File: src/rtl/lcs_pkg.sv
// shared types and constants for the local to utc calendar shift pipeline
// no dependencies; used by every stage module and the top level

package lcs_pkg;

  // one calendar time record as it moves down the pipe
  typedef struct packed {
    logic [13:0] year;
    logic [3:0]  month;
    logic [4:0]  day;
    logic [4:0]  hour;
    logic [5:0]  minute;
    logic [5:0]  second;
    logic [2:0]  weekday;
  } item_t;

  // per-stage control: item valid and the day step direction
  typedef struct packed {
    logic valid;
    logic fwd;
    logic bwd;
  } ctl_t;

  // length of the current and of the previous month
  typedef struct packed {
    logic [4:0] cur;
    logic [4:0] prev;
  } mlen_t;

  localparam int          PROD_W      = 27;
  localparam int          QUOT_W      = 10;
  localparam int          RECIP_SHIFT = 17;
  // floor(y / 25) == (y * 5243) >> 17 for every 14-bit y
  localparam logic [12:0] RECIP_25    = 13'd5243;

  localparam logic signed [6:0] HOURS_PER_DAY = 7'sd24;
  localparam logic [3:0]        MONTHS        = 4'd12;
  localparam logic [2:0]        WEEKDAY_LAST  = 3'd7;
  localparam logic [2:0]        WEEKDAY_FIRST = 3'd1;

  // months outside 1..12 take february lengths
  function automatic mlen_t month_len(input logic [3:0] month, input logic leap);
    mlen_t      l;
    logic [4:0] feb;
    feb = leap ? 5'd29 : 5'd28;
    if (month inside {4'd1, 4'd8}) begin
      l.cur  = 5'd31;
      l.prev = 5'd31;
    end else if (month == 4'd3) begin
      l.cur  = 5'd31;
      l.prev = feb;
    end else if (month inside {4'd5, 4'd7, 4'd10, 4'd12}) begin
      l.cur  = 5'd31;
      l.prev = 5'd30;
    end else if (month inside {4'd4, 4'd6, 4'd9, 4'd11}) begin
      l.cur  = 5'd30;
      l.prev = 5'd31;
    end else begin
      l.cur  = feb;
      l.prev = 5'd31;
    end
    return l;
  endfunction

endpackage

File: src/rtl/local_to_utc_calendar_shift.sv
// top level of the local to utc calendar shift: offset register and three stages
// depends on lcs_pkg, lcs_shift, lcs_len, lcs_roll
//
//  channel   handshake          payload
//  -------   ----------------   ------------------------------------------------
//  config    cfg_we             cfg_wdata (signed hour offset)
//  input     start, busy        year_in month_in day_in hour_in minute_in
//                               second_in weekday_in
//  result    done (strobe)      year_out month_out day_out hour_out minute_out
//                               second_out weekday_out
//
// an item is taken at every clock edge with start high and busy low; its result
// shows on done after the three register stages (hour add and multiply, leap test,
// roll over), one item per cycle sustained.
// busy is high only while rst is held; rst clears the offset and all valid bits.
// done is a one-cycle strobe; the receiver cannot hold results off.

module local_to_utc_calendar_shift (
  input  logic              clk,
  input  logic              rst,
  input  logic              cfg_we,
  input  logic signed [5:0] cfg_wdata,
  input  logic              start,
  output logic              busy,
  input  logic [13:0]       year_in,
  input  logic [3:0]        month_in,
  input  logic [4:0]        day_in,
  input  logic [4:0]        hour_in,
  input  logic [5:0]        minute_in,
  input  logic [5:0]        second_in,
  input  logic [2:0]        weekday_in,
  output logic              done,
  output logic [13:0]       year_out,
  output logic [3:0]        month_out,
  output logic [4:0]        day_out,
  output logic [4:0]        hour_out,
  output logic [5:0]        minute_out,
  output logic [5:0]        second_out,
  output logic [2:0]        weekday_out
);

  logic signed [5:0]                tz_offset_hours;
  lcs_pkg::item_t                   in_item;
  lcs_pkg::item_t                   s1_item;
  lcs_pkg::item_t                   s2_item;
  lcs_pkg::item_t                   s3_item;
  lcs_pkg::ctl_t                    s1_ctl;
  lcs_pkg::ctl_t                    s2_ctl;
  lcs_pkg::mlen_t                   s2_len;
  logic [lcs_pkg::PROD_W-1:0]       s1_prod;
  logic                             in_valid;

  always_ff @(posedge clk) begin
    if (rst) begin
      tz_offset_hours <= '0;
    end else if (cfg_we) begin
      tz_offset_hours <= cfg_wdata;
    end
  end

  assign busy     = rst;
  assign in_valid = start & ~busy;

  always_comb begin
    in_item.year    = year_in;
    in_item.month   = month_in;
    in_item.day     = day_in;
    in_item.hour    = hour_in;
    in_item.minute  = minute_in;
    in_item.second  = second_in;
    in_item.weekday = weekday_in;
  end

  lcs_shift u_shift (
    .clk      (clk),
    .rst      (rst),
    .in_valid (in_valid),
    .in_item  (in_item),
    .tz       (tz_offset_hours),
    .s1_item  (s1_item),
    .s1_ctl   (s1_ctl),
    .s1_prod  (s1_prod)
  );

  lcs_len u_len (
    .clk     (clk),
    .rst     (rst),
    .s1_item (s1_item),
    .s1_ctl  (s1_ctl),
    .s1_prod (s1_prod),
    .s2_item (s2_item),
    .s2_ctl  (s2_ctl),
    .s2_len  (s2_len)
  );

  lcs_roll u_roll (
    .clk      (clk),
    .rst      (rst),
    .s2_item  (s2_item),
    .s2_ctl   (s2_ctl),
    .s2_len   (s2_len),
    .s3_valid (done),
    .s3_item  (s3_item)
  );

  assign year_out    = s3_item.year;
  assign month_out   = s3_item.month;
  assign day_out     = s3_item.day;
  assign hour_out    = s3_item.hour;
  assign minute_out  = s3_item.minute;
  assign second_out  = s3_item.second;
  assign weekday_out = s3_item.weekday;

endmodule

File: src/rtl/lcs_shift.sv
// stage 1: hour offset add, day step direction, year times reciprocal of 25
// depends on lcs_pkg

module lcs_shift (
  input  logic               clk,
  input  logic               rst,
  input  logic               in_valid,
  input  lcs_pkg::item_t     in_item,
  input  logic signed [5:0]  tz,
  output lcs_pkg::item_t     s1_item,
  output lcs_pkg::ctl_t      s1_ctl,
  output logic [lcs_pkg::PROD_W-1:0] s1_prod
);

  logic signed [6:0]           hour_sum;
  logic signed [6:0]           hour_adj;
  logic                        fwd;
  logic                        bwd;
  logic [lcs_pkg::PROD_W-1:0]  prod;
  lcs_pkg::item_t              item_next;

  always_comb begin
    hour_sum = $signed({2'b00, in_item.hour}) + $signed({tz[5], tz});
    fwd      = (hour_sum >= lcs_pkg::HOURS_PER_DAY);
    bwd      = hour_sum[6];
    if (fwd) begin
      hour_adj = hour_sum - lcs_pkg::HOURS_PER_DAY;
    end else if (bwd) begin
      hour_adj = hour_sum + lcs_pkg::HOURS_PER_DAY;
    end else begin
      hour_adj = hour_sum;
    end
    item_next      = in_item;
    item_next.hour = hour_adj[4:0];
    prod = lcs_pkg::PROD_W'(in_item.year) * lcs_pkg::PROD_W'(lcs_pkg::RECIP_25);
  end

  always_ff @(posedge clk) begin
    if (rst) begin
      s1_ctl <= '0;
    end else begin
      s1_ctl.valid <= in_valid;
      s1_ctl.fwd   <= fwd;
      s1_ctl.bwd   <= bwd;
    end
  end

  always_ff @(posedge clk) begin
    s1_item <= item_next;
    s1_prod <= prod;
  end

endmodule

File: src/rtl/lcs_len.sv
// stage 2: leap year test from the quotient by 25, month length lookup
// depends on lcs_pkg

module lcs_len (
  input  logic                       clk,
  input  logic                       rst,
  input  lcs_pkg::item_t             s1_item,
  input  lcs_pkg::ctl_t              s1_ctl,
  input  logic [lcs_pkg::PROD_W-1:0] s1_prod,
  output lcs_pkg::item_t             s2_item,
  output lcs_pkg::ctl_t              s2_ctl,
  output lcs_pkg::mlen_t             s2_len
);

  logic [lcs_pkg::QUOT_W-1:0] quot;
  logic [13:0]                quot25;
  logic                       div25;
  logic                       leap;
  lcs_pkg::mlen_t             len_next;

  always_comb begin
    quot   = s1_prod[lcs_pkg::RECIP_SHIFT +: lcs_pkg::QUOT_W];
    // quot * 25 as shift and add
    quot25 = 14'({quot, 4'b0000}) + 14'({quot, 3'b000}) + 14'(quot);
    div25  = (quot25 == s1_item.year);
    // by 400 is by 16 and 25, by 100 is by 4 and 25
    leap   = div25 ? (s1_item.year[3:0] == 4'd0) : (s1_item.year[1:0] == 2'd0);
    len_next = lcs_pkg::month_len(s1_item.month, leap);
  end

  always_ff @(posedge clk) begin
    if (rst) begin
      s2_ctl <= '0;
    end else begin
      s2_ctl <= s1_ctl;
    end
  end

  always_ff @(posedge clk) begin
    s2_item <= s1_item;
    s2_len  <= len_next;
  end

endmodule

File: src/rtl/lcs_roll.sv
// stage 3: day, weekday, month and year roll over, result register
// depends on lcs_pkg

module lcs_roll (
  input  logic            clk,
  input  logic            rst,
  input  lcs_pkg::item_t  s2_item,
  input  lcs_pkg::ctl_t   s2_ctl,
  input  lcs_pkg::mlen_t  s2_len,
  output logic            s3_valid,
  output lcs_pkg::item_t  s3_item
);

  lcs_pkg::item_t item_next;
  logic [5:0]     day_inc;
  logic [4:0]     month_inc;

  always_comb begin
    item_next = s2_item;
    day_inc   = {1'b0, s2_item.day} + 6'd1;
    month_inc = {1'b0, s2_item.month} + 5'd1;
    if (s2_ctl.fwd) begin
      item_next.weekday = (s2_item.weekday == lcs_pkg::WEEKDAY_LAST) ?
                          lcs_pkg::WEEKDAY_FIRST : s2_item.weekday + 3'd1;
      if (day_inc > {1'b0, s2_len.cur}) begin
        item_next.day = 5'(day_inc - {1'b0, s2_len.cur});
        if (month_inc > {1'b0, lcs_pkg::MONTHS}) begin
          item_next.month = 4'(month_inc - {1'b0, lcs_pkg::MONTHS});
          item_next.year  = s2_item.year + 14'd1;
        end else begin
          item_next.month = month_inc[3:0];
        end
      end else begin
        item_next.day = day_inc[4:0];
      end
    end else if (s2_ctl.bwd) begin
      // weekday zero also steps back to the last day of the week
      item_next.weekday = (s2_item.weekday <= lcs_pkg::WEEKDAY_FIRST) ?
                          lcs_pkg::WEEKDAY_LAST : s2_item.weekday - 3'd1;
      if (s2_item.day <= 5'd1) begin
        item_next.day = s2_len.prev;
        if (s2_item.month <= 4'd1) begin
          item_next.month = lcs_pkg::MONTHS;
          item_next.year  = s2_item.year - 14'd1;
        end else begin
          item_next.month = s2_item.month - 4'd1;
        end
      end else begin
        item_next.day = s2_item.day - 5'd1;
      end
    end
  end

  always_ff @(posedge clk) begin
    if (rst) begin
      s3_valid <= 1'b0;
    end else begin
      s3_valid <= s2_ctl.valid;
    end
  end

  always_ff @(posedge clk) begin
    s3_item <= item_next;
  end

endmodule

File: config.mk
export PLATFORM = sky130hd
export DESIGN_NAME = local_to_utc_calendar_shift
export DESIGN_NICKNAME = d
export VERILOG_FILES = /design/src/rtl/lcs_pkg.sv /design/src/rtl/local_to_utc_calendar_shift.sv /design/src/rtl/lcs_shift.sv /design/src/rtl/lcs_len.sv /design/src/rtl/lcs_roll.sv
export SDC_FILE = /design/constraint.sdc
export NUM_CORES = 1
export LEC_CHECK = 0
export BUFFER_PORTS_ARGS = -buffer_cell sky130_fd_sc_hd__buf_2
export CAP_MARGIN = 20
export CORE_MARGIN = 2
export CORE_UTILIZATION = 60
export DETAILED_ROUTE_END_ITERATION = 6
export PLACE_DENSITY = 0.81
export SYNTH_ARGS = -nofsm -noshare
export SYNTH_HDL_FRONTEND = slang
export SYNTH_SLANG_ARGS = --single-unit
File: constraint.sdc
create_clock -name clk -period 5.7 [get_ports clk]
set_clock_uncertainty 0.05 [all_clocks]
set_input_delay 0.57 -clock clk [delete_from_list [all_inputs] [get_ports clk]]
set_output_delay 0.57 -clock clk [all_outputs]
set_load 0.05 [all_outputs]
==> out/metrics.cfg <==
[clock_network]
numCtsBuffers=17
cts_sinks=156
holdBufCountCts=0
cts_setup_buffers=0
htreeDepth=4
cts_tree=yes
ctsResizeCount=0
clk_pin_slew_ps=70
cts_buffer_depth=2
root_buffer=clkbuf_16
worst_skew_pair.late_latency_ps=430

[place]
post-place-cells=1146
preCtsSetupSlack_ps=558
dpl.hpwl_um=14200
gp_congestion=0.954
port_buffers=97

[worst_setup_path]
r2r-start=u_shift.s1_prod[22]$_DFF_P_
worstPathRequired_ps=5950
critPathMaxStageDelay_ps=560
critPathKind=input pin to flip-flop
worstRegToRegCells=9
worstPathCellList=buf_2, inv_1, fa_1, inv_1, ha_1, fa_1, fa_1, inv_1, fa_1, inv_1, ha_1, a21oi_1, o21ai_0, a22oi_1, a21oi_1, o31a_1, o31ai_1, a41oi_1
crit_family=adder cells
critPathCaptureType=flip-flop
crit_arrival_ps=5020
worstPathMaxFanout=5
start_kind=input pin
rrSetupSlack_ps=2140
rr_endpoint=u_len.s2_len[5]$_SDFF_PP1_
cpMaxStageDelayCell=fa_1
cp_num_buf_inv=5

[final_layout]
layout_commonest_cell=dfxtp_1
post-route-util_pct=69.2
fillers=1118
nets=1231
syn_to_final_growth_pct=13.6
antenna_cells=0
drive_above_1_share_pct=15.1
layout_common_cells=dfxtp_1 (156), inv_1 (135), ha_1 (129)
instances_no_fill=1178

[die]
std_cell_rows=45
ios=98
start_util_pct=60.9
dieHeight_um=128
dieArea_um2=16300
coreArea_um2=15000
die_w_um=128

[status]
outcome=completed

[drt]
ant_nets=0
routedWlPerCell_um=15.1
dr.pass1.iters=7
vias=6405
vias_per_cell=5.44
wl_um=17800
drtIter0Drc=409
drc=0

[timing]
tightest_slew_ps=856
period_minus_slack_ps=4770
period_share_pct=83.6
hold_viol_final=0
relSlewSlack_pct=41.5
finalSetupViolCount=0
worst_slack_ps=935
drv_slew=0
fmax_mhz=210
rsz0062_at_grt=no
fin_setup_tns_ps=0

[grt]
grt_overflow=0
grt_max_degree=40
grt_pass1_wl_um=30400
grt_pass1_vias=6531
grt_use_total_pct=23.7
grt_antenna_before_repair=0

[yosys]
ys_seq_area_share_pct=34.1
synthDistinctLibCells=67
synth_cells=877
synth_edf_count=0
ys_async_sr_fraction_pct=0
ys_warn_count=0
ys_ff_latch=156
syn_avg_cell_area_um2=10.4
syn_nets=1131
syn_area_um2=9160
ys.flop_type=dfxtp_1

[pwr]
ir_drop_mv=0.329
p_seq_share_pct=25.9
switching_share_pct=41.2
p_comb_share_pct=52.0
clock_power_share_pct=22.1
p_leak_uw=0.00504
intPower_uw=2980
power.switching_uw=2080
powerDensity_nw_per_um2=486

[hold_path]
min_from=day_in[1]
whs_path_depth=1
holdPathEnd=u_shift.s1_item[21]$_DFF_P_
hold_path.class=input pin to flip-flop

[flow_run]
cap_violations=0

-- how the worst max path moves through the flow --
stage	from	to	cells past startpoint
4_1_cts	year_in[5]	u_shift.s1_prod[23]$_DFF_P_	18
2_1_floorplan	year_in[9]	u_shift.s1_prod[23]$_DFF_P_	17
3_5_place_dp	year_in[10]	u_shift.s1_prod[23]$_DFF_P_	18
3_3_place_gp	year_in[10]	u_shift.s1_prod[23]$_DFF_P_	18
6_report	year_in[5]	u_shift.s1_prod[23]$_DFF_P_	18
5_1_grt	year_in[5]	u_shift.s1_prod[26]$_DFF_P_	18
-- registers in the layout, indices dropped and copies added (netlist names) --
name / count
tz_offset_hours: 6
u_len.s2_ctl: 3
u_len.s2_item: 43
u_len.s2_len: 4
u_roll.s3_item: 43
u_roll.s3_valid: 1
u_shift.s1_ctl: 3
u_shift.s1_item: 43
u_shift.s1_prod: 10
-- power groups by stage --
stage	clock network (uW)	logic [uW]	registers (uW)
after floorplan	0	1900	1410
after global placement	0	2470	1330
after detailed placement	0	2570	1340
after CTS	1140	2610	1310
after global routing	1190	2970	1330
final	1120	2630	1310
-- metrics by stage --
step	power, uW	instance area, um^2	hold WS [ps]
after detailed placement	3900	9800	262
after floorplan	3310	9160	260
after CTS	5070	10400	177
after global placement	3800	9800	260
after global routing	5490	10400	169
final	5060	10400	190
-- Yosys cell counts, types with 6 or more instances --
cell type | n | share of area [%]
and2_1 | 6 | 0.41
nor4_1 | 6 | 0.41
xnor2_1 | 24 | 2.3
nor2_1 | 42 | 1.7
nand3_1 | 21 | 1.1
ha_1 | 129 | 18
xor2_1 | 18 | 1.7
fa_1 | 72 | 16
nand2_1 | 37 | 1.5
clkbuf_1 | 10 | 0.41
a21oi_1 | 37 | 2.0
nor3_1 | 18 | 0.98
nor2b_1 | 9 | 0.61
inv_1 | 135 | 5.5
o21a_1 | 7 | 0.57
dfxtp_1 | 156 | 34
mux2i_1 | 11 | 1.2
a21o_1 | 8 | 0.66
o21ai_0 | 30 | 1.6
nand4_1 | 7 | 0.48
-- layer usage --
| metal | routed length (um) | up-vias | GRT usage [%] |
|---|---|---|---|
| met5 | 0 | - | 0 |
| met4 | 359 | 0 | 7.82 |
| met3 | 664 | 26 | 4.98 |
| met2 | 9200 | 165 | 42.5 |
| met1 | 7580 | 3055 | 28.4 |
| li1 | - | 3159 | - |
-- cell type report --
type	count	area, um^2	area share [%]
Clock buffer	17	425	4.09
Clock inverter	15	176	1.70
Inverter	135	507	4.87
Multi-Input combinational cell	569	5450	52.3
Sequential cell	156	3120	30.0
Tap cell	188	235	2.26
Timing Repair Buffer	98	493	4.74
-- kinds of logic after synthesis --
family,synth area share [%]
AO/OA/AOI/OAI,9.38
adder cells (fa/ha/maj),33.5
XOR/XNOR,4.32
AND/OR/NAND/NOR,10.8
multiplexers,1.45
buffers and inverters,6.46
flip-flops,34.1
Note: power is estimated with default switching activity, not from simulation.
